## src/design/spmv_pkg.sv

```systemverilog
// Shared constants, register codes and interface structs of the spline velocity map.
// Used by every module of the block; depends on nothing.
package spmv_pkg;

    localparam int EPS       = 16;
    localparam int FRAC_BITS = 16;
    localparam int VAL_W     = 17;
    localparam int ONE       = 65536;
    localparam int SLOPE_W   = 32;
    localparam int DEN_W     = 17;
    localparam int RCP_SH    = 33;
    localparam int RCP_W     = RCP_SH + 1 - $clog2(EPS);
    localparam int A_W       = 21;
    localparam int A_MAX     = 1 << (A_W - 1);
    localparam int IDX_W     = 3;

    localparam int MEAN_NUM_W = VAL_W + SLOPE_W + 1;
    localparam int SEC_NUM_W  = VAL_W + FRAC_BITS;
    localparam int NUM_W0     = (MEAN_NUM_W > SEC_NUM_W) ? MEAN_NUM_W : SEC_NUM_W;
    localparam int NUM_W      = (NUM_W0 > RCP_SH + 1) ? NUM_W0 : RCP_SH + 1;

    localparam logic [IDX_W-1:0] REG_P0_IN  = 3'd0;
    localparam logic [IDX_W-1:0] REG_P0_OUT = 3'd1;
    localparam logic [IDX_W-1:0] REG_P1_IN  = 3'd2;
    localparam logic [IDX_W-1:0] REG_P1_OUT = 3'd3;
    localparam logic [IDX_W-1:0] REG_P2_IN  = 3'd4;
    localparam logic [IDX_W-1:0] REG_P2_OUT = 3'd5;
    localparam logic [IDX_W-1:0] REG_SHELF  = 3'd6;

    typedef struct packed {
        logic [2:0][VAL_W-1:0] pin;
        logic [2:0][VAL_W-1:0] pout;
        logic                  shelf;
    } t_cfg;

    typedef struct packed {
        logic [3:0][RCP_W-1:0]   recip;
        logic [4:0][SLOPE_W-1:0] slope;
    } t_tab;

    function automatic logic [VAL_W-1:0] clamp_pt(input logic [VAL_W:0] v,
                                                  input logic [VAL_W:0] lo,
                                                  input logic [VAL_W:0] hi);
        logic [VAL_W:0] r;
        r = (v < hi) ? v : hi;
        r = (r > lo) ? r : lo;
        return r[VAL_W-1:0];
    endfunction

endpackage

```

## src/design/spmv_div.sv

```systemverilog
// Restoring divider, one quotient bit per cycle, for the slope table sequencer.
// Depends on spmv_pkg for operand widths.
module spmv_div import spmv_pkg::*; (
    input  logic             i_clk,
    input  logic             i_rst_n,
    input  logic             i_start,
    input  logic [NUM_W-1:0] i_num,
    input  logic [DEN_W-1:0] i_den,
    output logic             o_done,
    output logic [NUM_W-1:0] o_quo
);
    localparam int CNT_W = $clog2(NUM_W + 1);

    logic             r_run;
    logic             r_done;
    logic [CNT_W-1:0] r_cnt;
    logic [NUM_W-1:0] r_work;
    logic [DEN_W-1:0] r_rem;
    logic [DEN_W-1:0] r_den;

    logic [DEN_W:0] n_rem_sh;
    logic           n_ge;
    logic [DEN_W:0] n_rem;

    always_comb begin
        n_rem_sh = {r_rem, r_work[NUM_W-1]};
        n_ge     = n_rem_sh >= {1'b0, r_den};
        n_rem    = n_ge ? (n_rem_sh - {1'b0, r_den}) : n_rem_sh;
    end

    always_ff @(posedge i_clk) begin
        if (!i_rst_n) begin
            r_run  <= 1'b0;
            r_done <= 1'b0;
            r_cnt  <= '0;
        end else begin
            r_done <= 1'b0;
            if (i_start) begin
                r_run <= 1'b1;
                r_cnt <= CNT_W'(NUM_W);
            end else if (r_run) begin
                r_cnt <= r_cnt - CNT_W'(1);
                if (r_cnt == CNT_W'(1)) begin
                    r_run  <= 1'b0;
                    r_done <= 1'b1;
                end
            end
        end
    end

    // shift the numerator out and the quotient bits in
    always_ff @(posedge i_clk) begin
        if (i_start) begin
            r_work <= i_num;
            r_rem  <= '0;
            r_den  <= i_den;
        end else if (r_run) begin
            r_work <= {r_work[NUM_W-2:0], n_ge};
            r_rem  <= n_rem[DEN_W-1:0];
        end
    end

    assign o_done = r_done;
    assign o_quo  = r_work;

endmodule

```

## src/design/spmv_slopes.sv

```systemverilog
// Knot slope and segment reciprocal table, rebuilt after configuration changes.
// Depends on spmv_pkg and spmv_div.
module spmv_slopes import spmv_pkg::*; (
    input  logic i_clk,
    input  logic i_rst_n,
    input  t_cfg i_cfg,
    input  logic i_cfg_wr,
    output logic o_busy,
    output t_tab o_tab
);
    localparam logic [2:0] S_IDLE = 3'd0;
    localparam logic [2:0] S_PREP = 3'd1;
    localparam logic [2:0] S_ADD  = 3'd2;
    localparam logic [2:0] S_KICK = 3'd3;
    localparam logic [2:0] S_WAIT = 3'd4;
    localparam logic [2:0] S_FIN  = 3'd5;

    localparam logic [3:0] JOB_SEC0  = 4'd0;
    localparam logic [3:0] JOB_RCP0  = 4'd4;
    localparam logic [3:0] JOB_MEAN0 = 4'd8;
    localparam logic [3:0] JOB_LAST  = 4'd10;

    localparam int PROD_W = DEN_W + SLOPE_W;

    logic [2:0] r_state;
    logic [3:0] r_job;
    logic       r_stale;
    logic [NUM_W-1:0] r_num;
    logic [DEN_W-1:0] r_den;
    logic [3:0][SLOPE_W-1:0] r_d;
    logic [2:0][SLOPE_W-1:0] r_mean;
    logic [3:0][RCP_W-1:0]   r_recip;
    logic [4:0][SLOPE_W-1:0] r_slope;

    logic [3:0][DEN_W-1:0] h;
    logic [3:0][DEN_W-1:0] dy;
    logic [1:0]            sel;
    logic [DEN_W-1:0]      hs, hn, dys;
    logic [SLOPE_W-1:0]    dl, dn;
    logic [PROD_W-1:0]     prod_a, prod_b;
    logic                  div_done;
    logic [NUM_W-1:0]      div_quo;
    logic [SLOPE_W-1:0]    quo_sat;

    function automatic logic [SLOPE_W-1:0] steffen(input logic [SLOPE_W-1:0] a,
                                                   input logic [SLOPE_W-1:0] b,
                                                   input logic [SLOPE_W-1:0] mean);
        logic [SLOPE_W:0] tw;
        tw = (a < b) ? {a, 1'b0} : {b, 1'b0};
        return (tw < {1'b0, mean}) ? tw[SLOPE_W-1:0] : mean;
    endfunction

    assign h[0]  = i_cfg.pin[0];
    assign h[1]  = i_cfg.pin[1] - i_cfg.pin[0];
    assign h[2]  = i_cfg.pin[2] - i_cfg.pin[1];
    assign h[3]  = DEN_W'(ONE) - i_cfg.pin[2];
    assign dy[0] = i_cfg.pout[0];
    assign dy[1] = i_cfg.pout[1] - i_cfg.pout[0];
    assign dy[2] = i_cfg.pout[2] - i_cfg.pout[1];
    assign dy[3] = DEN_W'(ONE) - i_cfg.pout[2];

    assign sel = r_job[1:0];

    always_comb begin
        unique case (sel)
            2'd0: begin hs = h[0]; dys = dy[0]; hn = h[1]; dl = r_d[0]; dn = r_d[1]; end
            2'd1: begin hs = h[1]; dys = dy[1]; hn = h[2]; dl = r_d[1]; dn = r_d[2]; end
            2'd2: begin hs = h[2]; dys = dy[2]; hn = h[3]; dl = r_d[2]; dn = r_d[3]; end
            2'd3: begin hs = h[3]; dys = dy[3]; hn = h[3]; dl = r_d[3]; dn = r_d[3]; end
        endcase
    end

    assign prod_a  = PROD_W'(hn) * PROD_W'(dl);
    assign prod_b  = PROD_W'(hs) * PROD_W'(dn);
    assign quo_sat = (|div_quo[NUM_W-1:SLOPE_W]) ? '1 : div_quo[SLOPE_W-1:0];

    spmv_div u_div (
        .i_clk   (i_clk),
        .i_rst_n (i_rst_n),
        .i_start (r_state == S_KICK),
        .i_num   (r_num),
        .i_den   (r_den),
        .o_done  (div_done),
        .o_quo   (div_quo)
    );

    always_ff @(posedge i_clk) begin
        if (!i_rst_n) begin
            r_state <= S_IDLE;
            r_job   <= JOB_SEC0;
            r_stale <= 1'b1;
        end else begin
            unique case (r_state)
                S_IDLE: begin
                    if (r_stale) begin
                        r_job   <= JOB_SEC0;
                        r_state <= S_PREP;
                    end
                end
                S_PREP: r_state <= (r_job >= JOB_MEAN0) ? S_ADD : S_KICK;
                S_ADD:  r_state <= S_KICK;
                S_KICK: r_state <= S_WAIT;
                S_WAIT: begin
                    if (div_done) begin
                        if (r_job == JOB_LAST) begin
                            r_state <= S_FIN;
                        end else begin
                            r_job   <= r_job + 4'd1;
                            r_state <= S_PREP;
                        end
                    end
                end
                S_FIN:  r_state <= S_IDLE;
                default: r_state <= S_IDLE;
            endcase
            // a write during a rebuild forces another pass
            if (i_cfg_wr) begin
                r_stale <= 1'b1;
            end else if (r_state == S_IDLE) begin
                r_stale <= 1'b0;
            end
        end
    end

    always_ff @(posedge i_clk) begin
        if (r_state == S_PREP) begin
            if (r_job < JOB_RCP0) begin
                r_num <= NUM_W'({dys, FRAC_BITS'(0)});
                r_den <= hs;
            end else if (r_job < JOB_MEAN0) begin
                r_num <= NUM_W'(1) << RCP_SH;
                r_den <= hs;
            end else begin
                r_num <= NUM_W'(prod_a);
                r_den <= DEN_W'({1'b0, hs} + {1'b0, hn});
            end
        end else if (r_state == S_ADD) begin
            r_num <= r_num + NUM_W'(prod_b);
        end
        if (r_state == S_WAIT && div_done) begin
            if (r_job < JOB_RCP0) begin
                r_d[sel] <= quo_sat;
            end else if (r_job < JOB_MEAN0) begin
                r_recip[sel] <= div_quo[RCP_W-1:0];
            end else begin
                r_mean[sel] <= quo_sat;
            end
        end
        if (r_state == S_FIN) begin
            if (i_cfg.shelf) begin
                // outer knot slopes hold; they are not used
                r_slope[1] <= r_d[1];
                r_slope[2] <= steffen(r_d[1], r_d[2], r_mean[1]);
                r_slope[3] <= r_d[2];
            end else begin
                r_slope[0] <= r_d[0];
                r_slope[1] <= steffen(r_d[0], r_d[1], r_mean[0]);
                r_slope[2] <= steffen(r_d[1], r_d[2], r_mean[1]);
                r_slope[3] <= steffen(r_d[2], r_d[3], r_mean[2]);
                r_slope[4] <= r_d[3];
            end
        end
    end

    assign o_busy      = r_stale || (r_state != S_IDLE);
    assign o_tab.recip = r_recip;
    assign o_tab.slope = r_slope;

endmodule

```

## config.mk

```make
export PLATFORM = sky130hd
export DESIGN_NAME = spmv_slopes
export DESIGN_NICKNAME = d
export VERILOG_FILES = /design/src/design/spmv_pkg.sv /design/src/design/spmv_div.sv /design/src/design/spmv_slopes.sv
export SDC_FILE = /design/constraint.sdc
export NUM_CORES = 2
export LEC_CHECK = 0
export ABC_AREA = 1
export ABC_CLOCK_PERIOD_IN_PS = 10100
export BUFFER_PORTS_ARGS = -buffer_cell sky130_fd_sc_hd__buf_2
export CAP_MARGIN = 20
export CORE_ASPECT_RATIO = 0.6
export CORE_UTILIZATION = 60
export CTS_BUF_LIST = sky130_fd_sc_hd__clkbuf_8
export DETAILED_ROUTE_END_ITERATION = 10
export HOLD_SLACK_MARGIN = 0.1
export PLACE_DENSITY = 0.78
export RECOVER_POWER = 25
export SYNTH_ARGS = -nofsm -noshare
export SYNTH_HDL_FRONTEND = slang
export SYNTH_SLANG_ARGS = --single-unit
```

## constraint.sdc

```tcl
create_clock -name i_clk -period 10.1 [get_ports i_clk]
set_input_delay 2.525 -clock i_clk [delete_from_list [all_inputs] [get_ports i_clk]]
set_output_delay 2.525 -clock i_clk [all_outputs]
set_load 0.01 [all_outputs]
```

### Yosys cells after proc, flatten, opt, wreduce, memory -nomap -nowiden

Cells that the tools add are included.

| cells by class | value |
|---|---|
| multiply operators | 2 |
| reduce and logical (&&, ||, !) cells | 20 |
| $add $sub $neg | 11 |
| divide/modulo/power cells | 0 |
| shifts and indexed selects | 0 |
| bitwise gates (word level) | 5 |
| eq/ne operators | 13 |
| $lt $le $gt $ge | 12 |
| muxes and demuxes | 44 |

Operators by type and width:

| kind | number |
|---|---|
| $mux 50 | 4 |
| $mux 32 | 5 |
| $pmux 17 s4 | 2 |
| $bwmux 128 | 1 |
| $pmux 32 s4 | 1 |
| $bwmux 120 | 1 |
| $lt 33x32->1 | 3 |
| $mux 33 | 3 |
| $mul 17x32->49 | 2 |
| $mux 49 | 2 |
| $bwmux 96 | 1 |
| $lt 32x32->1 | 3 |
| $mux 96 | 1 |
| $pmux 32 s3 | 1 |
| $sub 17x17->17 | 5 |
| $demux 32 s2 | 1 |
| $demux 30 s2 | 1 |
| $mux 17 | 3 |
| $pmux 17 s3 | 1 |
| $add 50x49->50 | 1 |
| $sub 17x17->17 const A | 2 |
| $mux 30 | 1 |
| $ge 18x17->1 | 1 |
| $reduce_or 18->1 | 1 |
| other kinds (35) | 60 |

| word-level totals | value |
|---|---|
| latch bits | 0 |
| RAM bits | 0 |
| bits of input ports | 106 |
| flip-flop bits (word level) | 671 |
| bits in read-only memories | 0 |
| memories kept | 0 |

### Longest topological paths before layout

| depth | value |
|---|---|
| word-level depth | 7 |
| gate-level depth with buffers | 45 |
| gate-level depth less buffers | 44 |

### Cells and area by module

Synthesis repeated with hierarchy kept, for this count alone.

| unflattened totals | value |
|---|---|
| cell total of the unflattened synthesis | 9116 |
| area, all modules | 75762.7 µm² |

Modules (own cells, without submodules):

| module | cells each | instances | seq. area each (µm²) | area each (µm²) |
|---|---|---|---|---|
| spmv_slopes | 8485 | 1 | 17306.6 | 70737.8 |
| spmv_div | 631 | 1 | 2512.4 | 5024.8 |

### Worst setup path after synthesis

No wires, ideal clock.

| path | value |
|---|---|
| path kind | input-to-reg |
| start | input i_cfg[0] in the netlist's numbering |
| end | register r_slope, in the netlist o_tab[0], enable pin |
| buffers on the path | 1 |
| path slack | 0.567 ns |
| data arrival time | 8.889 ns |
| stages | 2 |
| cells stage by stage | clkbuf_1 > nor4_1 |

| between the ends | value |
|---|---|
| longest elaborated chain between the ends | 2 |

RTL lines:

| item | RTL line | text |
|---|---|---|
| start, declared | spmv_slopes.sv:6 | `input t_cfg i_cfg,` |
| $not 1->1 (no line) | - |  |
| $reduce_and 2->1 (no line) | - |  |
| end, declared | spmv_slopes.sv:33 | `logic [4:0][SLOPE_W-1:0] r_slope;` |

Every way passes these cells.
A chain may end at the register's enable or synchronous reset.

### Final worst setup path

| path | value |
|---|---|
| start | input i_cfg[86] in the netlist's numbering |
| end | register r_num[27] (data pin) |

| between the ends | value |
|---|---|
| longest elaborated chain between the ends | 6 |
| elaborated cells between the ends (all ways) | 11 |
| classes of those cells | add/sub: 3; mul: 2; mux: 6 |

RTL lines:

| item | RTL line | text |
|---|---|---|
| $sub 17x17->17 (on tied branches) | spmv_slopes.sv:56, spmv_slopes.sv:55 |  |
| $pmux 17 s4 or $pmux 17 s3 (tied branches) | spmv_slopes.sv:65 | `unique case (sel)` |
| $mul 17x32->49 (on tied branches) | spmv_slopes.sv:74, spmv_slopes.sv:73 |  |
| $add 50x49->50 or $mux 49 (tied branches) | spmv_slopes.sv:138, spmv_slopes.sv:130 |  |
| $mux 50 or $mux 49 (tied branches) | spmv_slopes.sv:137, spmv_slopes.sv:127 |  |
| $mux 50 * | spmv_slopes.sv:126 | `if (r_state == S_PREP) begin` |
| end signal, assigned | spmv_slopes.sv:128 | `r_num <= NUM_W'({dys, FRAC_BITS'(0)});` |
| end signal, assigned | spmv_slopes.sv:131 | `r_num <= NUM_W'(1) << RCP_SH;` |
| end signal, assigned | spmv_slopes.sv:138 | `r_num <= r_num + NUM_W'(prod_b);` |
| end, declared | spmv_slopes.sv:28 | `logic [NUM_W-1:0] r_num;` |

Every way passes the cells marked *; elsewhere a longest branch is shown, timed or not. The select of a mux whose other input is x is not followed.

==> flow_summary.yaml <==
sta:
  final-max-slew-violation-count: 219
  clock_skew_ns: 0.0717
  final-hold-violation-count: 0
  finalSetupViolations: 0
  max_slew_margin_pct: -171
  period_share_pct: 99.2
  fin_setup_tns_ns: 0
  timing.fmax_ghz: 0.0998
  period_needed_ns: 10.02
  worst_slew_pin_slew_ns: 4.07
  grt_setup_unrepaired: "true"
worst_setup_path:
  crit_top_cell: "fa_1"
  path_delay_family: "adder cells"
  regToRegSetupSlack_ns: 0.96
  critPathArrivalTime_ns: 10.62
  cp-start-kind: "input pin"
  endpoint_kind: "flop"
  required_ns: 10.70
  worst_path_max_delay_cell: "fa_1"
  cp_max_fo: 21
  critPathKind: "input pin to flop"
  slowest_delay_ns: 0.61
  crit_buf_inv: 11
synth:
  synth-edff-count: 638
  avgSynthCellArea_um2: 8.41
  yosys_warnings: 0
  synth-main-ff-cell: "edfxtp_1"
  syn_nets: 10500
  ys_types: 74
  synth-seq-cells: 671
  synthCells: 8921
  netlist_area_um2: 75000
  ys_async_sr_fraction_pct: 0
  yosysSeqAreaShare_pct: 26.4
floorplan:
  num_io_pins: 387
  start_util_pct: 60.5
  core_um2: 124000
  die_w_um: 458
  die_h_um: 276
  core.rowCount: 100
  die_area_um2: 126000
layout:
  fin_area_um2: 86000
  finalNetCount: 11400
  syn2layout_area_growth_pct: 14.7
  fillers: 9820
  fin_util_pct: 69.4
  drive_gt1_share_pct: 14.4
clock_network:
  clockBufferDepth: 3
  cts_hold_buffers: 0
  cts_buffers: 102
  cts.sinks: 671
  clk_latency_ns: 0.87
  cts_tree: "built"
  htree_levels: 3
  cts-root-buf: "clkbuf_8"
  clkTransAtPathRegs_ns: 0.08
global_routing:
  grt_pass1_vias: 66400
  grt_max_degree: 116
  grt_pass1_wl_mm: 435
  gr-total-overflow: 0
  antenna_found_initial: 39
  track_usage_pct: 47.7
worst_hold_path:
  hp-class: "flop to flop"
flow_run:
  max_cap_viol_count: 5
route:
  remaining_drc_errors: 0
  routed_wl_mm: 302
  drt_iter0_drc: 10100
  post_drt_wl_per_cell_um: 26.0
  via_count: 68800
  drt_pass1_iterations: 10
  ant_nets: 0
  via_per_inst: 5.92
place:
  io_buffers: 386
  place_area_um2: 83600
  place_congestion: 1.12
  hpwl_mm: 244
outcome:
  status: "finished with violations"
  violations: "max-capacitance violations, max-slew violations"
-- path summary, 6_finish.rpt --
kind,start,end,cells after the start
worst max register to register,r_job[1]$_SDFFE_PN0P_,r_num[27]$_DFFE_PP_,30
worst min register to register,r_den[4]$_DFFE_PP_,u_div.r_den[4]$_DFFE_PP_,0
worst max-delay path,i_cfg[86],r_num[27]$_DFFE_PP_,37
worst min-delay path,r_den[4]$_DFFE_PP_,u_div.r_den[4]$_DFFE_PP_,0
-- layout by cell type (no fill, tap or decap), types with 353 or more instances in the layout --
cell and n:
nand2_1 1967, buf_4 656, buf_2 385, ha_1 530, inv_1 2079, nor2_1 587
fa_1 948, o21ai_0 356, edfxtp_1 638, a21oi_1 353
-- routing by layer --
layer	track usage [%]	up-vias	share of wire (%)
met5	2.12	-	0.25
met4	20.7	30	5.1
met3	26.2	852	19
met2	62.5	5588	38
met1	64.2	32800	38
li1	-	29600	-
-- kinds of logic (layout without fill, tap and decap cells) --
logic type / after synthesis / after routing / synth area share, %
xor gates and xnor gates: 84 / 84 / 0.981
adders and majority gates: 1488 / 1488 / 34.4
other: 0 / 32 / 0
buffers and inverters: 2404 / 3388 / 12.3
and+or+nand+nor: 3146 / 3146 / 17.2
AOI/OAI and AO/OA: 1128 / 1128 / 8.68
DFF: 671 / 671 / 26.4
-- flip-flops by register name (all words and copies together) (netlist names) --
name,count
u_div.r_cnt,6
r_state,3
r_num,50
o_tab,280
u_div.r_run,1
r_den,17
r_job,4
r_d,128
r_mean,96
u_div.o_quo,50
u_div.r_rem,17
u_div.r_den,17
r_stale,1
u_div.o_done,1
-- per-stage QoR --
stage	hold WS, ns	setup slack (ns)	cells
5_1_grt	0.436	-0.0317	11600
6_report	0.432	0.0772	11600
2_1_floorplan	0.400	0.567	8921
4_1_cts	0.433	0.261	11600
3_3_place_gp	0.406	-0.563	11400
3_5_place_dp	0.407	-0.561	11400
-- synth_stat cells (76+ instances only) --
master    number  share of area [%]
a21oi_1      363                2.4
buf_2         87               0.58
clkbuf_1     165               0.83
edfxtp_1     638                 26
fa_1         953                 25
ha_1         535                8.9
inv_1       2060                 10
nand2_1     1976                9.9
nand3_1      327                2.2
nand4_1       79               0.66
nor2_1       610                3.1
o21a_1        76               0.76
o21ai_0      373                2.5
o22ai_1       97               0.81
-- cell type report --
class,instances,area (um^2),share of cell area (%)
Inverter,2109,7940,9.23
Clock buffer,104,1430,1.66
Multi-Input combinational cell,5846,46300,53.8
Timing Repair Buffer,1091,7720,8.98
Tap cell,1683,2110,2.45
Antenna cell,32,80.1,0.0931
Sequential cell,671,19800,23.0
Clock inverter,84,658,0.765
-- worst reg2reg max path, delay by kind of cell (launching register included) --
| kind | cells | cell delay, ns |
|---|---|---|
| flops | 1 | 0.33 |
| fa+ha+maj | 8 | 3.70 |
| simple gates | 3 | 0.42 |
| buf+inv | 13 | 3.02 |
| compound gates | 6 | 1.41 |
-- timing repair --
action | CTS | global route
setup buffers | 0 | 3
setup endpoints to repair | 0 | 31
resized for setup | 0 | 73
Power is not shown: default switching activity piles up to over one toggle a cycle in this logic, so the estimate is an artifact.
